**src/sv/pts_pkg.sv**
```systemverilog
// Shared types, codes and helpers for the pot trim binary search block.
// No dependencies; used by every module of the block.
`default_nettype none

package pts_pkg;

   // Field widths
   localparam int unsigned VALUE_W = 16;
   localparam int unsigned CODE_W  = 10;

   // Input action codes
   localparam logic ACT_START   = 1'b0;
   localparam logic ACT_MEASURE = 1'b1;

   // Result kinds
   localparam logic [1:0] KIND_SET    = 2'd0;
   localparam logic [1:0] KIND_REPORT = 2'd1;
   localparam logic [1:0] KIND_DONE   = 2'd2;

   // Finish status codes
   localparam logic [1:0] ST_OK        = 2'd0;
   localparam logic [1:0] ST_FULL_LOW  = 2'd1;
   localparam logic [1:0] ST_ZERO_HIGH = 2'd2;
   localparam logic [1:0] ST_FAIL      = 2'd3;

   // Register indexes
   localparam logic [1:0] REG_FULL_SCALE_MIN = 2'd0;
   localparam logic [1:0] REG_ZERO_SCALE_MAX = 2'd1;
   localparam logic [1:0] REG_WINDOW_HIGH    = 2'd2;
   localparam logic [1:0] REG_WINDOW_LOW     = 2'd3;

   // Register reset values
   localparam logic [VALUE_W-1:0] FULL_SCALE_MIN_RST = 16'd4000;
   localparam logic [VALUE_W-1:0] ZERO_SCALE_MAX_RST = 16'd1000;
   localparam logic [VALUE_W-1:0] WINDOW_HIGH_RST    = 16'd2600;
   localparam logic [VALUE_W-1:0] WINDOW_LOW_RST     = 16'd2400;

   typedef struct packed {
      logic               action;
      logic [VALUE_W-1:0] measured_value;
   } req_type;

   typedef struct packed {
      logic [1:0]         kind;
      logic [CODE_W-1:0]  pot_code;
      logic [VALUE_W-1:0] reported_value;
      logic [1:0]         status;
      logic [CODE_W-1:0]  trim_code;
      logic               last;
   } rsp_type;

   typedef struct packed {
      logic [VALUE_W-1:0] full_scale_min;
      logic [VALUE_W-1:0] zero_scale_max;
      logic [VALUE_W-1:0] window_high;
      logic [VALUE_W-1:0] window_low;
   } cfg_type;

   // Results of one item: zero, one or two beats
   typedef struct packed {
      logic [1:0] count;
      rsp_type    first;
      rsp_type    second;
   } step_out_type;

   function automatic rsp_type make_rsp(
      input logic [1:0]         kind,
      input logic [CODE_W-1:0]  pot_code,
      input logic [VALUE_W-1:0] reported_value,
      input logic [1:0]         status,
      input logic [CODE_W-1:0]  trim_code,
      input logic               last
   );
      rsp_type r;
      r.kind           = kind;
      r.pot_code       = pot_code;
      r.reported_value = reported_value;
      r.status         = status;
      r.trim_code      = trim_code;
      r.last           = last;
      return r;
   endfunction

endpackage

`default_nettype wire

```
**src/sv/pts_core.sv**
```systemverilog
// Calibration sequencer: phase and search bounds, results of one item per cycle while fire is held.
// Depends on pts_pkg.
`default_nettype none

module pts_core #(
   parameter int unsigned POT_MAX_CODE = 1023
) (
   input  wire logic                  clock,
   input  wire logic                  reset,
   input  wire logic                  fire,
   input  wire pts_pkg::req_type      item,
   input  wire pts_pkg::cfg_type      cfg,
   output pts_pkg::step_out_type      step_out
);

   localparam int unsigned BW = $clog2(POT_MAX_CODE + 1);
   localparam int unsigned CW = pts_pkg::CODE_W;
   localparam logic [BW-1:0] MAX_C = BW'(POT_MAX_CODE);
   localparam logic [BW-1:0] ONE_C = BW'(1);

   typedef enum logic [1:0] {PH_IDLE, PH_FULL, PH_ZERO, PH_SEARCH} phase_type;

   phase_type     phase_ff, phase_in;
   logic [BW-1:0] lower_ff, lower_in;
   logic [BW-1:0] upper_ff, upper_in;
   logic [BW-1:0] probe_ff, probe_in;

   // Search bounds for the next probe, midpoint and narrow test
   logic [BW-1:0] srch_lo, srch_hi, diff;
   logic [BW:0]   sum;
   logic [BW-1:0] mid;
   logic          narrow;
   pts_pkg::rsp_type probe_rsp;

   logic [pts_pkg::VALUE_W-1:0] m;

   // Bound to code field, zero-extended or cut to the field width
   function automatic logic [CW-1:0] to_code(input logic [BW-1:0] v);
      logic [BW+CW-1:0] wide;
      wide = {{CW{1'b0}}, v};
      return wide[CW-1:0];
   endfunction

   assign m = item.measured_value;

   // Bounds that the next probe uses
   always_comb begin
      srch_lo = lower_ff;
      srch_hi = upper_ff;
      if (phase_ff == PH_ZERO) begin
         srch_lo = ONE_C;
         srch_hi = MAX_C;
      end else if (m >= cfg.window_high) begin
         srch_hi = probe_ff;
      end else if (m <= cfg.window_low) begin
         srch_lo = probe_ff;
      end
   end

   assign diff   = srch_hi - srch_lo;
   assign narrow = (diff <= ONE_C);
   assign sum    = {1'b0, srch_hi} + {1'b0, srch_lo};
   assign mid    = sum[BW:1];
   assign probe_rsp = narrow
      ? pts_pkg::make_rsp(pts_pkg::KIND_DONE, '0, '0, pts_pkg::ST_FAIL, '0, 1'b1)
      : pts_pkg::make_rsp(pts_pkg::KIND_SET, to_code(mid), '0, 2'd0, '0, 1'b1);

   // Next state and results of the item
   always_comb begin
      phase_in = phase_ff;
      lower_in = lower_ff;
      upper_in = upper_ff;
      probe_in = probe_ff;
      step_out = '0;
      if (item.action == pts_pkg::ACT_START) begin
         lower_in = ONE_C;
         upper_in = MAX_C;
         probe_in = '0;
         phase_in = PH_FULL;
         step_out.count = 2'd1;
         step_out.first = pts_pkg::make_rsp(pts_pkg::KIND_SET, to_code(MAX_C), '0, 2'd0,
                                            '0, 1'b1);
      end else begin
         case (phase_ff)
            PH_FULL: begin
               step_out.count = 2'd1;
               if (m < cfg.full_scale_min) begin
                  phase_in = PH_IDLE;
                  step_out.first = pts_pkg::make_rsp(pts_pkg::KIND_DONE, '0, '0,
                                                     pts_pkg::ST_FULL_LOW, '0, 1'b1);
               end else begin
                  phase_in = PH_ZERO;
                  step_out.first = pts_pkg::make_rsp(pts_pkg::KIND_SET, to_code(ONE_C), '0,
                                                     2'd0, '0, 1'b1);
               end
            end
            PH_ZERO: begin
               step_out.count = 2'd1;
               if (m > cfg.zero_scale_max) begin
                  phase_in = PH_IDLE;
                  step_out.first = pts_pkg::make_rsp(pts_pkg::KIND_DONE, '0, '0,
                                                     pts_pkg::ST_ZERO_HIGH, '0, 1'b1);
               end else begin
                  lower_in       = srch_lo;
                  upper_in       = srch_hi;
                  probe_in       = narrow ? probe_ff : mid;
                  phase_in       = narrow ? PH_IDLE : PH_SEARCH;
                  step_out.first = probe_rsp;
               end
            end
            PH_SEARCH: begin
               step_out.count = 2'd2;
               step_out.first = pts_pkg::make_rsp(pts_pkg::KIND_REPORT, '0, m, 2'd0, '0,
                                                  1'b0);
               if (m < cfg.window_high && m > cfg.window_low) begin
                  // inside the window: success with the current probe
                  phase_in = PH_IDLE;
                  step_out.second = pts_pkg::make_rsp(pts_pkg::KIND_DONE, '0, '0,
                                                      pts_pkg::ST_OK, to_code(probe_ff), 1'b1);
               end else begin
                  lower_in        = srch_lo;
                  upper_in        = srch_hi;
                  probe_in        = narrow ? probe_ff : mid;
                  phase_in        = narrow ? PH_IDLE : PH_SEARCH;
                  step_out.second = probe_rsp;
               end
            end
            default: begin
               // measurement while idle: dropped
               step_out.count = 2'd0;
            end
         endcase
      end
   end

   // State registers
   always_ff @(posedge clock) begin
      if (reset) begin
         phase_ff <= PH_IDLE;
         lower_ff <= ONE_C;
         upper_ff <= MAX_C;
         probe_ff <= '0;
      end else if (fire) begin
         phase_ff <= phase_in;
         lower_ff <= lower_in;
         upper_ff <= upper_in;
         probe_ff <= probe_in;
      end
   end

   // Probe stays strictly inside the bounds while searching
   a_probe_inside: assert property (@(posedge clock) disable iff (reset)
      phase_ff == PH_SEARCH |-> (lower_ff < probe_ff) && (probe_ff < upper_ff))
      else $error("probe outside search bounds");

   // Bounds never cross
   a_bounds_order: assert property (@(posedge clock) disable iff (reset)
      lower_ff < upper_ff)
      else $error("search bounds crossed");

   // Two beats only come from a measurement during the search
   a_two_beats: assert property (@(posedge clock) disable iff (reset)
      step_out.count == 2'd2 |-> phase_ff == PH_SEARCH && item.action == pts_pkg::ACT_MEASURE)
      else $error("two beats outside search");

endmodule

`default_nettype wire

```
**src/sv/pts_out_buf.sv**
```systemverilog
// Two-entry result buffer: loads all beats of one item, drains one per cycle unless stalled.
// Depends on pts_pkg.
`default_nettype none

module pts_out_buf (
   input  wire logic                  clock,
   input  wire logic                  reset,
   input  wire logic                  fire,
   input  wire pts_pkg::step_out_type step_out,
   output logic                       room,
   output logic                       rsp_valid,
   input  wire logic                  rsp_stall,
   output pts_pkg::rsp_type           rsp_data
);

   logic [1:0]       cnt_ff, cnt_in;
   pts_pkg::rsp_type slot0_ff, slot0_in;
   pts_pkg::rsp_type slot1_ff, slot1_in;
   logic             pop;

   assign rsp_valid = (cnt_ff != 2'd0);
   assign rsp_data  = slot0_ff;
   assign pop       = rsp_valid && !rsp_stall;
   // free once the last held beat leaves this cycle
   assign room      = (cnt_ff == 2'd0) || (cnt_ff == 2'd1 && pop);

   // Load or shift
   always_comb begin
      cnt_in   = cnt_ff;
      slot0_in = slot0_ff;
      slot1_in = slot1_ff;
      if (fire) begin
         cnt_in   = step_out.count;
         slot0_in = step_out.first;
         slot1_in = step_out.second;
      end else if (pop) begin
         cnt_in   = cnt_ff - 2'd1;
         slot0_in = slot1_ff;
      end
   end

   always_ff @(posedge clock) begin
      if (reset) begin
         cnt_ff <= 2'd0;
      end else begin
         cnt_ff <= cnt_in;
      end
   end

   always_ff @(posedge clock) begin
      slot0_ff <= slot0_in;
      slot1_ff <= slot1_in;
   end

   // Loads only into a buffer that is draining empty
   a_load_room: assert property (@(posedge clock) disable iff (reset)
      fire |-> (cnt_ff == 2'd0) || (cnt_ff == 2'd1 && pop))
      else $error("load over pending beats");

   a_cnt_range: assert property (@(posedge clock) disable iff (reset)
      cnt_ff != 2'd3)
      else $error("buffer count out of range");

   // A full buffer holds a non-final beat ahead of the final one
   a_last_order: assert property (@(posedge clock) disable iff (reset)
      cnt_ff == 2'd2 |-> !slot0_ff.last && slot1_ff.last)
      else $error("last flag order broken");

endmodule

`default_nettype wire

```
**src/sv/pot_trim_binary_search_top.sv**
```systemverilog
// Pot trim calibration by bisection: input register, sequencer, result buffer.
// An accepted beat passes the input register and the result buffer before its first result beat.
// Throughput: one item per cycle when it yields one beat and rsp_stall is low; an item
// yielding two (search readings) holds the next one back, bounded by the single-port result buffer drain.
// Reset: synchronous, active high; phase idle, bounds 1 and max code, registers to defaults.
// Depends on pts_pkg, pts_core, pts_out_buf.
`default_nettype none

module pot_trim_binary_search_top #(
   parameter int unsigned POT_MAX_CODE = 1023
) (
   input  wire logic                             clock,
   input  wire logic                             reset,
   input  wire logic                             req_valid,
   output logic                                  req_stall,
   input  wire pts_pkg::req_type                 req_data,
   output logic                                  rsp_valid,
   input  wire logic                             rsp_stall,
   output pts_pkg::rsp_type                      rsp_data,
   input  wire logic                             csr_we,
   input  wire logic [1:0]                       csr_index,
   input  wire logic [pts_pkg::VALUE_W-1:0]      csr_wdata
);

   logic             in_valid_ff, in_valid_in;
   pts_pkg::req_type in_data_ff;
   pts_pkg::cfg_type cfg_ff, cfg_in;
   pts_pkg::step_out_type step_out;
   logic             room;
   logic             fire;
   logic             accept;

   assign fire      = in_valid_ff && room;
   assign req_stall = in_valid_ff && !fire;
   assign accept    = req_valid && !req_stall;

   // Input register
   assign in_valid_in = accept ? 1'b1 : (fire ? 1'b0 : in_valid_ff);

   always_ff @(posedge clock) begin
      if (reset) begin
         in_valid_ff <= 1'b0;
      end else begin
         in_valid_ff <= in_valid_in;
      end
   end

   always_ff @(posedge clock) begin
      if (accept) begin
         in_data_ff <= req_data;
      end
   end

   // Configuration registers
   always_comb begin
      cfg_in = cfg_ff;
      if (csr_we) begin
         case (csr_index)
            pts_pkg::REG_FULL_SCALE_MIN: cfg_in.full_scale_min = csr_wdata;
            pts_pkg::REG_ZERO_SCALE_MAX: cfg_in.zero_scale_max = csr_wdata;
            pts_pkg::REG_WINDOW_HIGH:    cfg_in.window_high    = csr_wdata;
            pts_pkg::REG_WINDOW_LOW:     cfg_in.window_low     = csr_wdata;
            default:                     cfg_in = cfg_ff;
         endcase
      end
   end

   always_ff @(posedge clock) begin
      if (reset) begin
         cfg_ff.full_scale_min <= pts_pkg::FULL_SCALE_MIN_RST;
         cfg_ff.zero_scale_max <= pts_pkg::ZERO_SCALE_MAX_RST;
         cfg_ff.window_high    <= pts_pkg::WINDOW_HIGH_RST;
         cfg_ff.window_low     <= pts_pkg::WINDOW_LOW_RST;
      end else begin
         cfg_ff <= cfg_in;
      end
   end

   pts_core #(
      .POT_MAX_CODE (POT_MAX_CODE)
   ) u_core (
      .clock    (clock),
      .reset    (reset),
      .fire     (fire),
      .item     (in_data_ff),
      .cfg      (cfg_ff),
      .step_out (step_out)
   );

   pts_out_buf u_out_buf (
      .clock     (clock),
      .reset     (reset),
      .fire      (fire),
      .step_out  (step_out),
      .room      (room),
      .rsp_valid (rsp_valid),
      .rsp_stall (rsp_stall),
      .rsp_data  (rsp_data)
   );

   // Stall only with a held beat
   a_stall_held: assert property (@(posedge clock) disable iff (reset)
      req_stall |-> in_valid_ff)
      else $error("stall without held beat");

   // A held beat that is not processed stays held
   a_hold: assert property (@(posedge clock) disable iff (reset)
      in_valid_ff && !fire |=> in_valid_ff)
      else $error("held beat lost");

endmodule

`default_nettype wire

```
**config.mk**
```make
export PLATFORM = sky130hd
export DESIGN_NAME = pot_trim_binary_search_top
export DESIGN_NICKNAME = d
export VERILOG_FILES = /design/src/sv/pts_pkg.sv /design/src/sv/pts_core.sv /design/src/sv/pts_out_buf.sv /design/src/sv/pot_trim_binary_search_top.sv
export SDC_FILE = /design/constraint.sdc
export NUM_CORES = 1
export LEC_CHECK = 0
export ABC_AREA = 1
export BUFFER_PORTS_ARGS = -buffer_cell sky130_fd_sc_hd__buf_2
export CORE_ASPECT_RATIO = 1.2
export CORE_UTILIZATION = 60
export CTS_CLUSTER_SIZE = 14
export DETAILED_ROUTE_END_ITERATION = 10
export GPL_ROUTABILITY_DRIVEN = 1
export HOLD_SLACK_MARGIN = 0.1
export PLACE_DENSITY = 0.8
export SLEW_MARGIN = 30
export SYNTH_ARGS = -nofsm -noshare
export SYNTH_HDL_FRONTEND = slang
export SYNTH_SLANG_ARGS = --single-unit
```
**constraint.sdc**
```tcl
create_clock -name clock -period 7.5 [get_ports clock]
set_input_delay 2.25 -clock clock [delete_from_list [all_inputs] [get_ports clock]]
set_output_delay 2.25 -clock clock [all_outputs]
set_load 0.05 [all_outputs]
```
; After elaboration in Yosys (flattened, before gate mapping)
; Index checks and enable logic that the tools add are counted.
[totals]
word_cells = 109
regBits = 198
[classes]
n_eq_ne = 11
n_lt_le_gt_ge = 7
muxes = 37
n_addsub = 3
n_reduce_logical = 24
bitwise_logic = 2
[ops]
columns = cell, count
row1 = $mux W41, 6
row2 = $mux W10, 15
row3 = $pmux W41 S3, 1
row4 = $pmux W10 S2, 3
row5 = $mux W43, 1
row6 = $gt A16 B16 Y1, 2
row7 = $lt A16 B16 Y1, 2
row8 = $ge A16 B16 Y1, 1
row9 = $le A16 B16 Y1, 1
row10 = $mux W2, 7
row11 = $reduce_and A2 Y1, 6
row12 = $add A10 B10 Y11, 1
row13 = $le A10 B1 Y1 const B, 1
row14 = $sub A10 B10 Y10, 1
row15 = $eq A2 B2 Y1 const B, 4
row16 = $eq A2 B1 Y1 const B, 3
row17 = $logic_and A1 B1 Y1, 6
row18 = $ne A3 B3 Y1 const B, 2
row19 = $pmux W2 S3, 1
row20 = $reduce_bool A2 Y1, 3
row21 = $logic_not A2 Y1, 2
row22 = $ne A4 B1 Y1 const B, 1
row23 = $pmux W2 S2, 1
row24 = $reduce_and A4 Y1, 1
row25 = 8 further kinds, 12

; Longest topological paths before layout
; Gate-level depths: netlist of run 1.
[logic_depth]
ltp_word = 11
mapped_depth = 33
ltp_nobuf = 32

; Cells and area by module
; A second synthesis of run 1 with hierarchy kept.
[unflattened]
cells_unflattened = 1470
area_unflattened_um2 = 11385.9
[by_module_without_submodules]
columns = mod, n_inst, cells_each, area_each_um2
row1 = pts_core, 1, 827, 5076.1
row2 = pts_out_buf, 1, 242, 3181.8
row3 = pot_trim_binary_search_top, 1, 401, 3128.0

; Least setup slack after synthesis of run 1
; Ideal clock, no wire load.
[synth_timing]
path_type = input to register
from = input port rsp_stall
to = register u_out_buf.cnt_ff[1]
path_stages = 3
t_arrival_ns = 6.081
path_slack_ns = 1.288
setup_time_ns = 0.131
cell_sequence = o21ai_0 > o21ai_0 > o221a_2
[synth_via]
elab_chain_cells = 6
[synth_rtl]
columns = element, line_no
row1 = "start, declared", pot_trim_binary_search_top.sv:18  ; input wire logic rsp_stall,
row2 = $logic_not A1 Y1 *, pts_out_buf.sv:23  ; assign pop = rsp_valid && !rsp_stall;
row3 = $logic_and A1 B1 Y1 *, pts_out_buf.sv:23
row4 = $logic_and A1 B1 Y1, pts_out_buf.sv:25  ; assign room = (cnt_ff == 2'd0) || (cnt_ff == 2'd1 && pop);
row5 = $logic_or A1 B1 Y1, pts_out_buf.sv:25
row6 = $logic_and A1 B1 Y1, pot_trim_binary_search_top.sv:33  ; assign fire = in_valid_ff && room;
row7 = $mux W2 or $reduce_bool A2 Y1 (tied branches), -
row8 = "end signal, assigned", pts_out_buf.sv:46  ; cnt_ff <= cnt_in;
row9 = "end, declared", pts_out_buf.sv:16  ; logic [1:0] cnt_ff, cnt_in;
; Every way passes the cells marked *; elsewhere a longest branch is shown, timed or not.
; A chain may end at the register's enable or synchronous reset.

; Worst setup path in the final report of run 1
[layout_timing]
from = input port rsp_stall
to = output port req_stall
[layout_via]
elab_chain_cells = 7
[layout_rtl]
columns = element, line_no
row1 = $logic_not A1 Y1, pts_out_buf.sv:23
row2 = $logic_and A1 B1 Y1, pts_out_buf.sv:23
row3 = $logic_and A1 B1 Y1, pts_out_buf.sv:25
row4 = $logic_or A1 B1 Y1, pts_out_buf.sv:25
row5 = $logic_and A1 B1 Y1, pot_trim_binary_search_top.sv:33
row6 = $logic_not A1 Y1, pot_trim_binary_search_top.sv:34  ; assign req_stall = in_valid_ff && !fire;
row7 = $logic_and A1 B1 Y1, pot_trim_binary_search_top.sv:34
row8 = "end, declared", pot_trim_binary_search_top.sv:15  ; output logic req_stall,
; Every way passes these cells.

==> impl_metrics.json, run 1 <==
{
  "slew_headroom_pct": 41.19,
  "cts_max_path_buffers": 2,
  "worst_pin_slew_ns": 0.8801,
  "netlist.area_leader.share_pct": 24.74,
  "fmax_mhz": 182.9,
  "yosys-top-cells-count": "187 x nand2_1, 184 x inv_1, 168 x nor2_1",
  "dr_total_vias": 8022,
  "hold_viol": 0,
  "dr.pass1.iters": 7,
  "startpoint_type": "primary input",
  "grt_max_degree": 64,
  "synthMuxAreaShare_pct": 0,
  "cp.required_ns": 5.25,
  "final_util_pct": 68.93,
  "ant_nets": 0,
  "viasPerCell": 5.413,
  "first_global_vias": 7722,
  "syn_area_mm2": 0.009831,
  "numPortBuffers": 82,
  "wl_met2_mm": 11.64,
  "ios": 83,
  "synthXorXnorAreaFrac_pct": 0.4455,
  "ys.flop_type": "dfxtp_1",
  "die_h_um": 142.2,
  "fin_crit_ns": 5.468,
  "maxCapViolCount": 0,
  "path_max_fanout": 2,
  "drt-total-wl_mm": 22.75,
  "multiInputGateArea_mm2": 0.004492,
  "cts_buffers": 17,
  "row_count": 50,
  "total_power_w": 0.003483,
  "rsz0062_at_grt": "no",
  "wl_met3_um": 836,
  "p_leak_nw": 5.048,
  "irDropWorstVdd_uv": 211.7,
  "yosysWarnings": 0,
  "syn_avg_cell_area_um2": 8.227,
  "core_area_mm2": 0.01583,
  "end_kind": "output pin",
  "post_cts.repair.setup_buffers": 0,
  "async_flop_share_pct": 0,
  "antenna_cells": 0,
  "yosysMostFrequentCell": "nand2_1",
  "syn_inst": 1195,
  "ys_seq_area_share_pct": 44.90,
  "synth_top_cell_by_area": "edfxtp_1",
  "gp_congestion": 0.9010,
  "detailed_place_hpwl_mm": 16.46,
  "finalClockSkew_ns": 0.01052,
  "track_usage_pct": 28.36,
  "slew_violations": 0,
  "die_area_mm2": 0.01690,
  "cts_tree": "yes",
  "setup_viol": 0,
  "status": "finished clean",
  "synthToLayoutAreaGrowth_pct": 10.98,
  "wl_per_cell_um": 15.35,
  "layout-drive-gt1-share_pct": 12.95,
  "powerDensity_mw_per_mm2": 319.2,
  "drtIter0Drc": 546,
  "clock_latency_ns": 0.44,
  "antenna_found_initial": 0,
  "path_clk_slew_ns": 0.07,
  "hp-class": "reg -> reg",
  "r2r_setup_slack_ns": 2.95,
  "synth_area_leaders": "edfxtp_1 25%, dfxtp_1 20%, ha_1 11%",
  "m1WireLength_mm": 9.418,
  "final-seq-area_mm2": 0.004414,
  "clock-root-buffer": "clkbuf_16",
  "grt_pass1_wl_mm": 37.52,
  "arrival_ns": 3.22,
  "fin_crit_sh_pct": 72.90,
  "clock-sinks": 180,
  "n_fill_cell": 1281,
  "tns_ns": 0,
  "maxUsedRoutingLayer": "met4",
  "drcViolationCount": 0,
  "ys_ff_latch": 180,
  "dieWidth_um": 118.9,
  "start_util_pct": 62.11,
  "synth_top_family_by_area": "simple AND/OR/NAND/NOR gates",
  "yosysUniqueCellTypes": 40,
  "cts_resized": 0,
  "nNetsFinal": 1392,
  "syn_nets": 1326,
  "path_class": "in -> out",
  "h-tree-depth": 4,
  "hold_buffers": 0,
  "synthAdderAreaFrac_pct": 11.73,
  "grt.overflow.total": 0,
  "yosys.area_share.simple_pct": 20.62,
  "synth_edf_count": 81,
  "synth-compound-area-share_pct": 12.78
}
-- final cells by class --
class                   count  area share (%)
repair buffers             89           4.243
clock buffers              17           3.899
inverters                 190           6.537
flip-flops and latches    180           40.46
well taps                 208           2.385
clock inverters            15           1.307
multi-input cells         783           41.17
-- metrics by stage --
step                area (µm²)  hold WS, ns  worst slack, ns  std cells
finish                   10910       0.4610            2.032       1482
global route             10910       0.4729            2.028       1482
CTS                      10910       0.4613            2.057       1482
detailed placement       10340       0.4507            2.057       1450
global placement         10340       0.4439            2.151       1450
floorplan                 9831       0.4331            1.288       1195
-- per-layer routing --
| metal | up-vias | GRT usage [%] |
|---|---|---|
| li1 | 4035 | - |
| met3 | 57 | 4.688 |
| met5 | - | 0 |
| met4 | 0 | 13.12 |
| met2 | 202 | 51.31 |
| met1 | 3728 | 32.74 |
-- worst paths after layout --
check,start,end,cells after the start
setup reg to reg,in_data_ff[3]$_DFFE_PP_,u_out_buf.rsp_data[34]$_DFFE_PP_,30
setup / recovery,rsp_stall,req_stall,6
hold reg to reg,cfg_ff[12]$_SDFFE_PP0P_,cfg_ff[12]$_SDFFE_PP0P_,2
hold / removal,cfg_ff[12]$_SDFFE_PP0P_,cfg_ff[12]$_SDFFE_PP0P_,2
-- cell families after synthesis --
kind of cell	count (synthesis)
compound gates	223
xor+xnor	5
fa+ha+maj	91
buf+inv	232
flops	180
simple gates	464
-- flip-flops by register name, summed over array words and instances, names as in the netlist --
register / cells
u_core.phase_ff: 2
in_data_ff: 17
u_out_buf.rsp_data: 41
cfg_ff: 64
u_core.upper_ff: 10
u_out_buf.slot1_ff: 23
u_core.probe_ff: 10
u_out_buf.cnt_ff: 2
in_valid_ff: 1
u_core.lower_ff: 10
-- report_power, final --
part           internal (W)  switching (W)  leakage, nW  total [W]
sequential          0.00123      0.0000625         1.59    0.00129
clock              0.000439       0.000421        0.278   0.000860
combinational      0.000346       0.000985         3.18    0.00133
-- worst max-delay path, stage by stage --
cell,delay [ns]
buf_2,0.12
inv_2,0.03
a21oi_1,0.27
inv_1,0.07
nor2_1,0.16
buf_2,0.31
-- cell usage in the layout (no fill, tap or decap), types with 4 or more instances in the layout --
cell	instances
nand2_1	187
inv_1	184
nor2_1	168
a21oi_1	102
dfxtp_1	99
ha_1	89
buf_2	82
edfxtp_1	81
o21ai_0	61
nand3_1	60
o211ai_1	24
clkbuf_16	17
nand3_2	12
o21ai_1	11
nand4_1	9
a21oi_2	9
nand3b_1	7
buf_4	7
inv_2	6
nand2_2	6
o21bai_1	4
xor2_1	4
inv_8	4
(Power assumes the default switching activity.)
==> run 2: changes to the inputs <==
Settings changed: ABC_AREA 1 to 0.
Clock period 7.5 ns to 5.3 ns, I/O delays scaled along.
==> impl_metrics.json, run 2 <==
{
  "core_area_mm2": 0.01514,
  "violations": "negative setup slack",
  "fin_crit_ns": 5.312,
  "grt_max_degree": 49,
  "worst_pin_slew_ns": 0.9486,
  "nNetsFinal": 1214,
  "path_class": "reg -> reg",
  "path_max_fanout": 10,
  "drtIter0Drc": 839,
  "drcViolationCount": 0,
  "syn_inst": 975,
  "first_global_vias": 7493,
  "detailed_place_hpwl_mm": 17.12,
  "worst_path_most_repeated_cell": "ha_1",
  "synth_top_family_by_area": "compound AO/OA/AOI/OAI gates",
  "yosys.area_share.simple_pct": 15.45,
  "cp.required_ns": 5.66,
  "total_power_w": 0.004051,
  "numPortBuffers": 82,
  "synthMuxAreaShare_pct": 2.131,
  "grt_pass1_wl_mm": 38.32,
  "syn_nets": 1106,
  "track_usage_pct": 31.48,
  "synth_area_leaders": "edfxtp_1 26%, dfxtp_1 21%, ha_1 12%",
  "setup_slack_ns": -0.01243,
  "ys_seq_area_share_pct": 46.98,
  "syn_area_mm2": 0.009395,
  "drt-total-wl_mm": 24.86,
  "yosysUniqueCellTypes": 68,
  "grt.overflow.total": 0,
  "yosys-top-cells-count": "141 x nand2_1, 100 x inv_1, 99 x dfxtp_1",
  "slew_violations": 0,
  "yosysWarnings": 0,
  "netlist.area_leader.share_pct": 25.89,
  "wl_met3_mm": 1.375,
  "antenna_found_initial": 0,
  "synthToLayoutAreaGrowth_pct": 18.64,
  "p_sw_share_pct": 33.88,
  "place_inst": 1260,
  "row_count": 49,
  "end_kind": "flip-flop",
  "p_int_w": 0.002679,
  "critPathMaxStageDelay_ns": 0.55,
  "syn_avg_cell_area_um2": 9.636,
  "cts_buffers": 17,
  "dr.pass1.iters": 8,
  "gp_congestion": 0.9010,
  "synthAdderAreaFrac_pct": 12.28,
  "p_clk_share_pct": 33.6,
  "top_register": "cfg_ff",
  "tns_ns": -0.01243,
  "dr_total_vias": 7724,
  "synth_top_cell_by_area": "edfxtp_1",
  "wl_met2_mm": 12.60,
  "irDropWorstVdd_uv": 238.8,
  "die_h_um": 139.1,
  "synthXorXnorAreaFrac_pct": 1.212,
  "layout_commonest_cell": "nand2_1",
  "viasPerCell": 5.942,
  "fmax_mhz": 188.2,
  "slowest_stage": "or4_4",
  "ant_nets": 0,
  "start_util_pct": 62.04,
  "layout_common_cells": "141 x nand2_1, 100 x inv_1, 99 x dfxtp_1",
  "pre_cts_slack_ns": -0.06710,
  "finalClockSkew_ns": 0.01282,
  "ios": 83,
  "largest_reg_flops": 64,
  "clock_latency_ns": 0.44,
  "antenna_cells": 0,
  "slew_headroom_pct": 36.76,
  "arrival_ns": 5.68,
  "setup_viol": 1,
  "fin_crit_sh_pct": 100.2,
  "synth_edf_count": 81,
  "m1WireLength_mm": 9.029,
  "path_cells": "ha_1 -> a21oi_1 -> o21ai_0 -> nor4_1 -> o211a_1 -> o31a_1 -> a21boi_2 -> buf_6 -> mux2i_1 -> or2_2 -> ha_1 -> nor2b_4 -> o31a_4 -> o31ai_4 -> xnor2_1 -> or4_4 -> or3_4 -> a221o_1 -> buf_12 -> o22ai_2",
  "startpoint_type": "flip-flop",
  "hold_viol": 0,
  "die_area_mm2": 0.01617,
  "status": "complete, but fails checks",
  "clock-sinks": 180,
  "hp-class": "reg -> reg",
  "seq_power_share_pct": 40.8,
  "h-tree-depth": 4,
  "yosysMostFrequentCell": "nand2_1",
  "cts_tree": "yes",
  "ys.flop_type": "dfxtp_1",
  "maxUsedRoutingLayer": "met4",
  "synth-compound-area-share_pct": 15.91,
  "comb_power_share_pct": 25.6,
  "maxCapViolCount": 0,
  "dieWidth_um": 116.2,
  "powerDensity_mw_per_mm2": 363.4,
  "layout-drive-gt1-share_pct": 19.98,
  "whs_ns": 0.4572,
  "wl_per_cell_um": 19.12,
  "clock-root-buffer": "clkbuf_16",
  "switchingPower_w": 0.001373,
  "async_flop_share_pct": 0,
  "fin_cells": 1300,
  "p_leak_nw": 4.608,
  "ys_ff_latch": 180,
  "path_clk_slew_ns": 0.08,
  "cts_max_path_buffers": 2
}
## run 2: changes by cell type after synthesis, sizes merged, moves of 13 or more
cell | before | now
and3 | 0 | 18
nand2 | 194 | 142
buf | 20 | 4
o21ai | 73 | 14
a21oi | 112 | 78
nor2 | 173 | 62
nor3 | 5 | 18
clkbuf | 22 | 41
nand3 | 72 | 6
inv | 190 | 100
mux2i | 0 | 20
## run 2: kinds of logic (layout without fill, tap and decap cells)
kind of cell	count (synthesis)	after routing
muxes	20	20
DFF	180	180
and+or+nand+nor	313	313
adders and majority gates	91	91
xor gates and xnor gates	13	13
AOI/OAI and AO/OA	213	213
buffers and inverters	145	266
## run 2: per-stage QoR
step	util [%]	area, µm²
2_1_floorplan	-	9397
3_3_place_gp	67.64	10240
3_5_place_dp	67.64	10240
4_1_cts	72.16	10930
5_1_grt	73.61	11150
6_report	73.61	11150
## run 2: power by group through the flow
stage	clock network, W	registers [W]	logic [W]
floorplan	0	0.00190	0.000476
global placement	0	0.00168	0.000951
detailed placement	0	0.00168	0.000971
CTS	0.00137	0.00165	0.000987
global route	0.00143	0.00166	0.00111
finish	0.00136	0.00165	0.00104
## run 2: what timing repair did
action / in CTS / in global routing
endpoints found under the setup margin: 22 / 31
pin swaps: 1 / 18
resized for setup: 3 / 25
setup buffers: 1 / 7
hold buffers: 0 / 0
## run 2: worst paths after layout
| kind | from | to | slack [ns] | cells after the start |
|---|---|---|---|---|
| setup / recovery | in_data_ff[13]$_DFFE_PP_ | u_core.probe_ff[4]$_SDFFE_PP0P_ | -0.01 | 20 |
| hold reg to reg | cfg_ff[15]$_SDFFE_PP0P_ | cfg_ff[15]$_SDFFE_PP0P_ | 0.46 | 2 |
| setup reg to reg | in_data_ff[13]$_DFFE_PP_ | u_core.probe_ff[4]$_SDFFE_PP0P_ | -0.01 | 20 |
| hold / removal | cfg_ff[15]$_SDFFE_PP0P_ | cfg_ff[15]$_SDFFE_PP0P_ | 0.46 | 2 |
## run 2: routing by layer
metal / track usage, % / vias to the layer above
met3: 6.119 / 113
li1: - / 3644
met2: 53.22 / 339
met4: 23.01 / 0
met5: 0 / -
met1: 34.54 / 3628
## run 2: critical path: cells and delay by family (launching register included)
kind | cells | cell delay, ns
compound gates | 9 | 1.98
xor+xnor | 1 | 0.08
fa+ha+maj | 2 | 0.63
buf+inv | 2 | 0.31
flops | 1 | 0.40
mux | 1 | 0.09
simple gates | 5 | 1.73
## run 2: cell type report
class,instances,area (µm²)
multi-input cells,650,4599
repair buffers,134,849.6
fillers,1034,3996
clock buffers,17,425.4
well taps,204,255.2
inverters,100,375.4
clock inverters,15,227.7
flip-flops and latches,180,4414
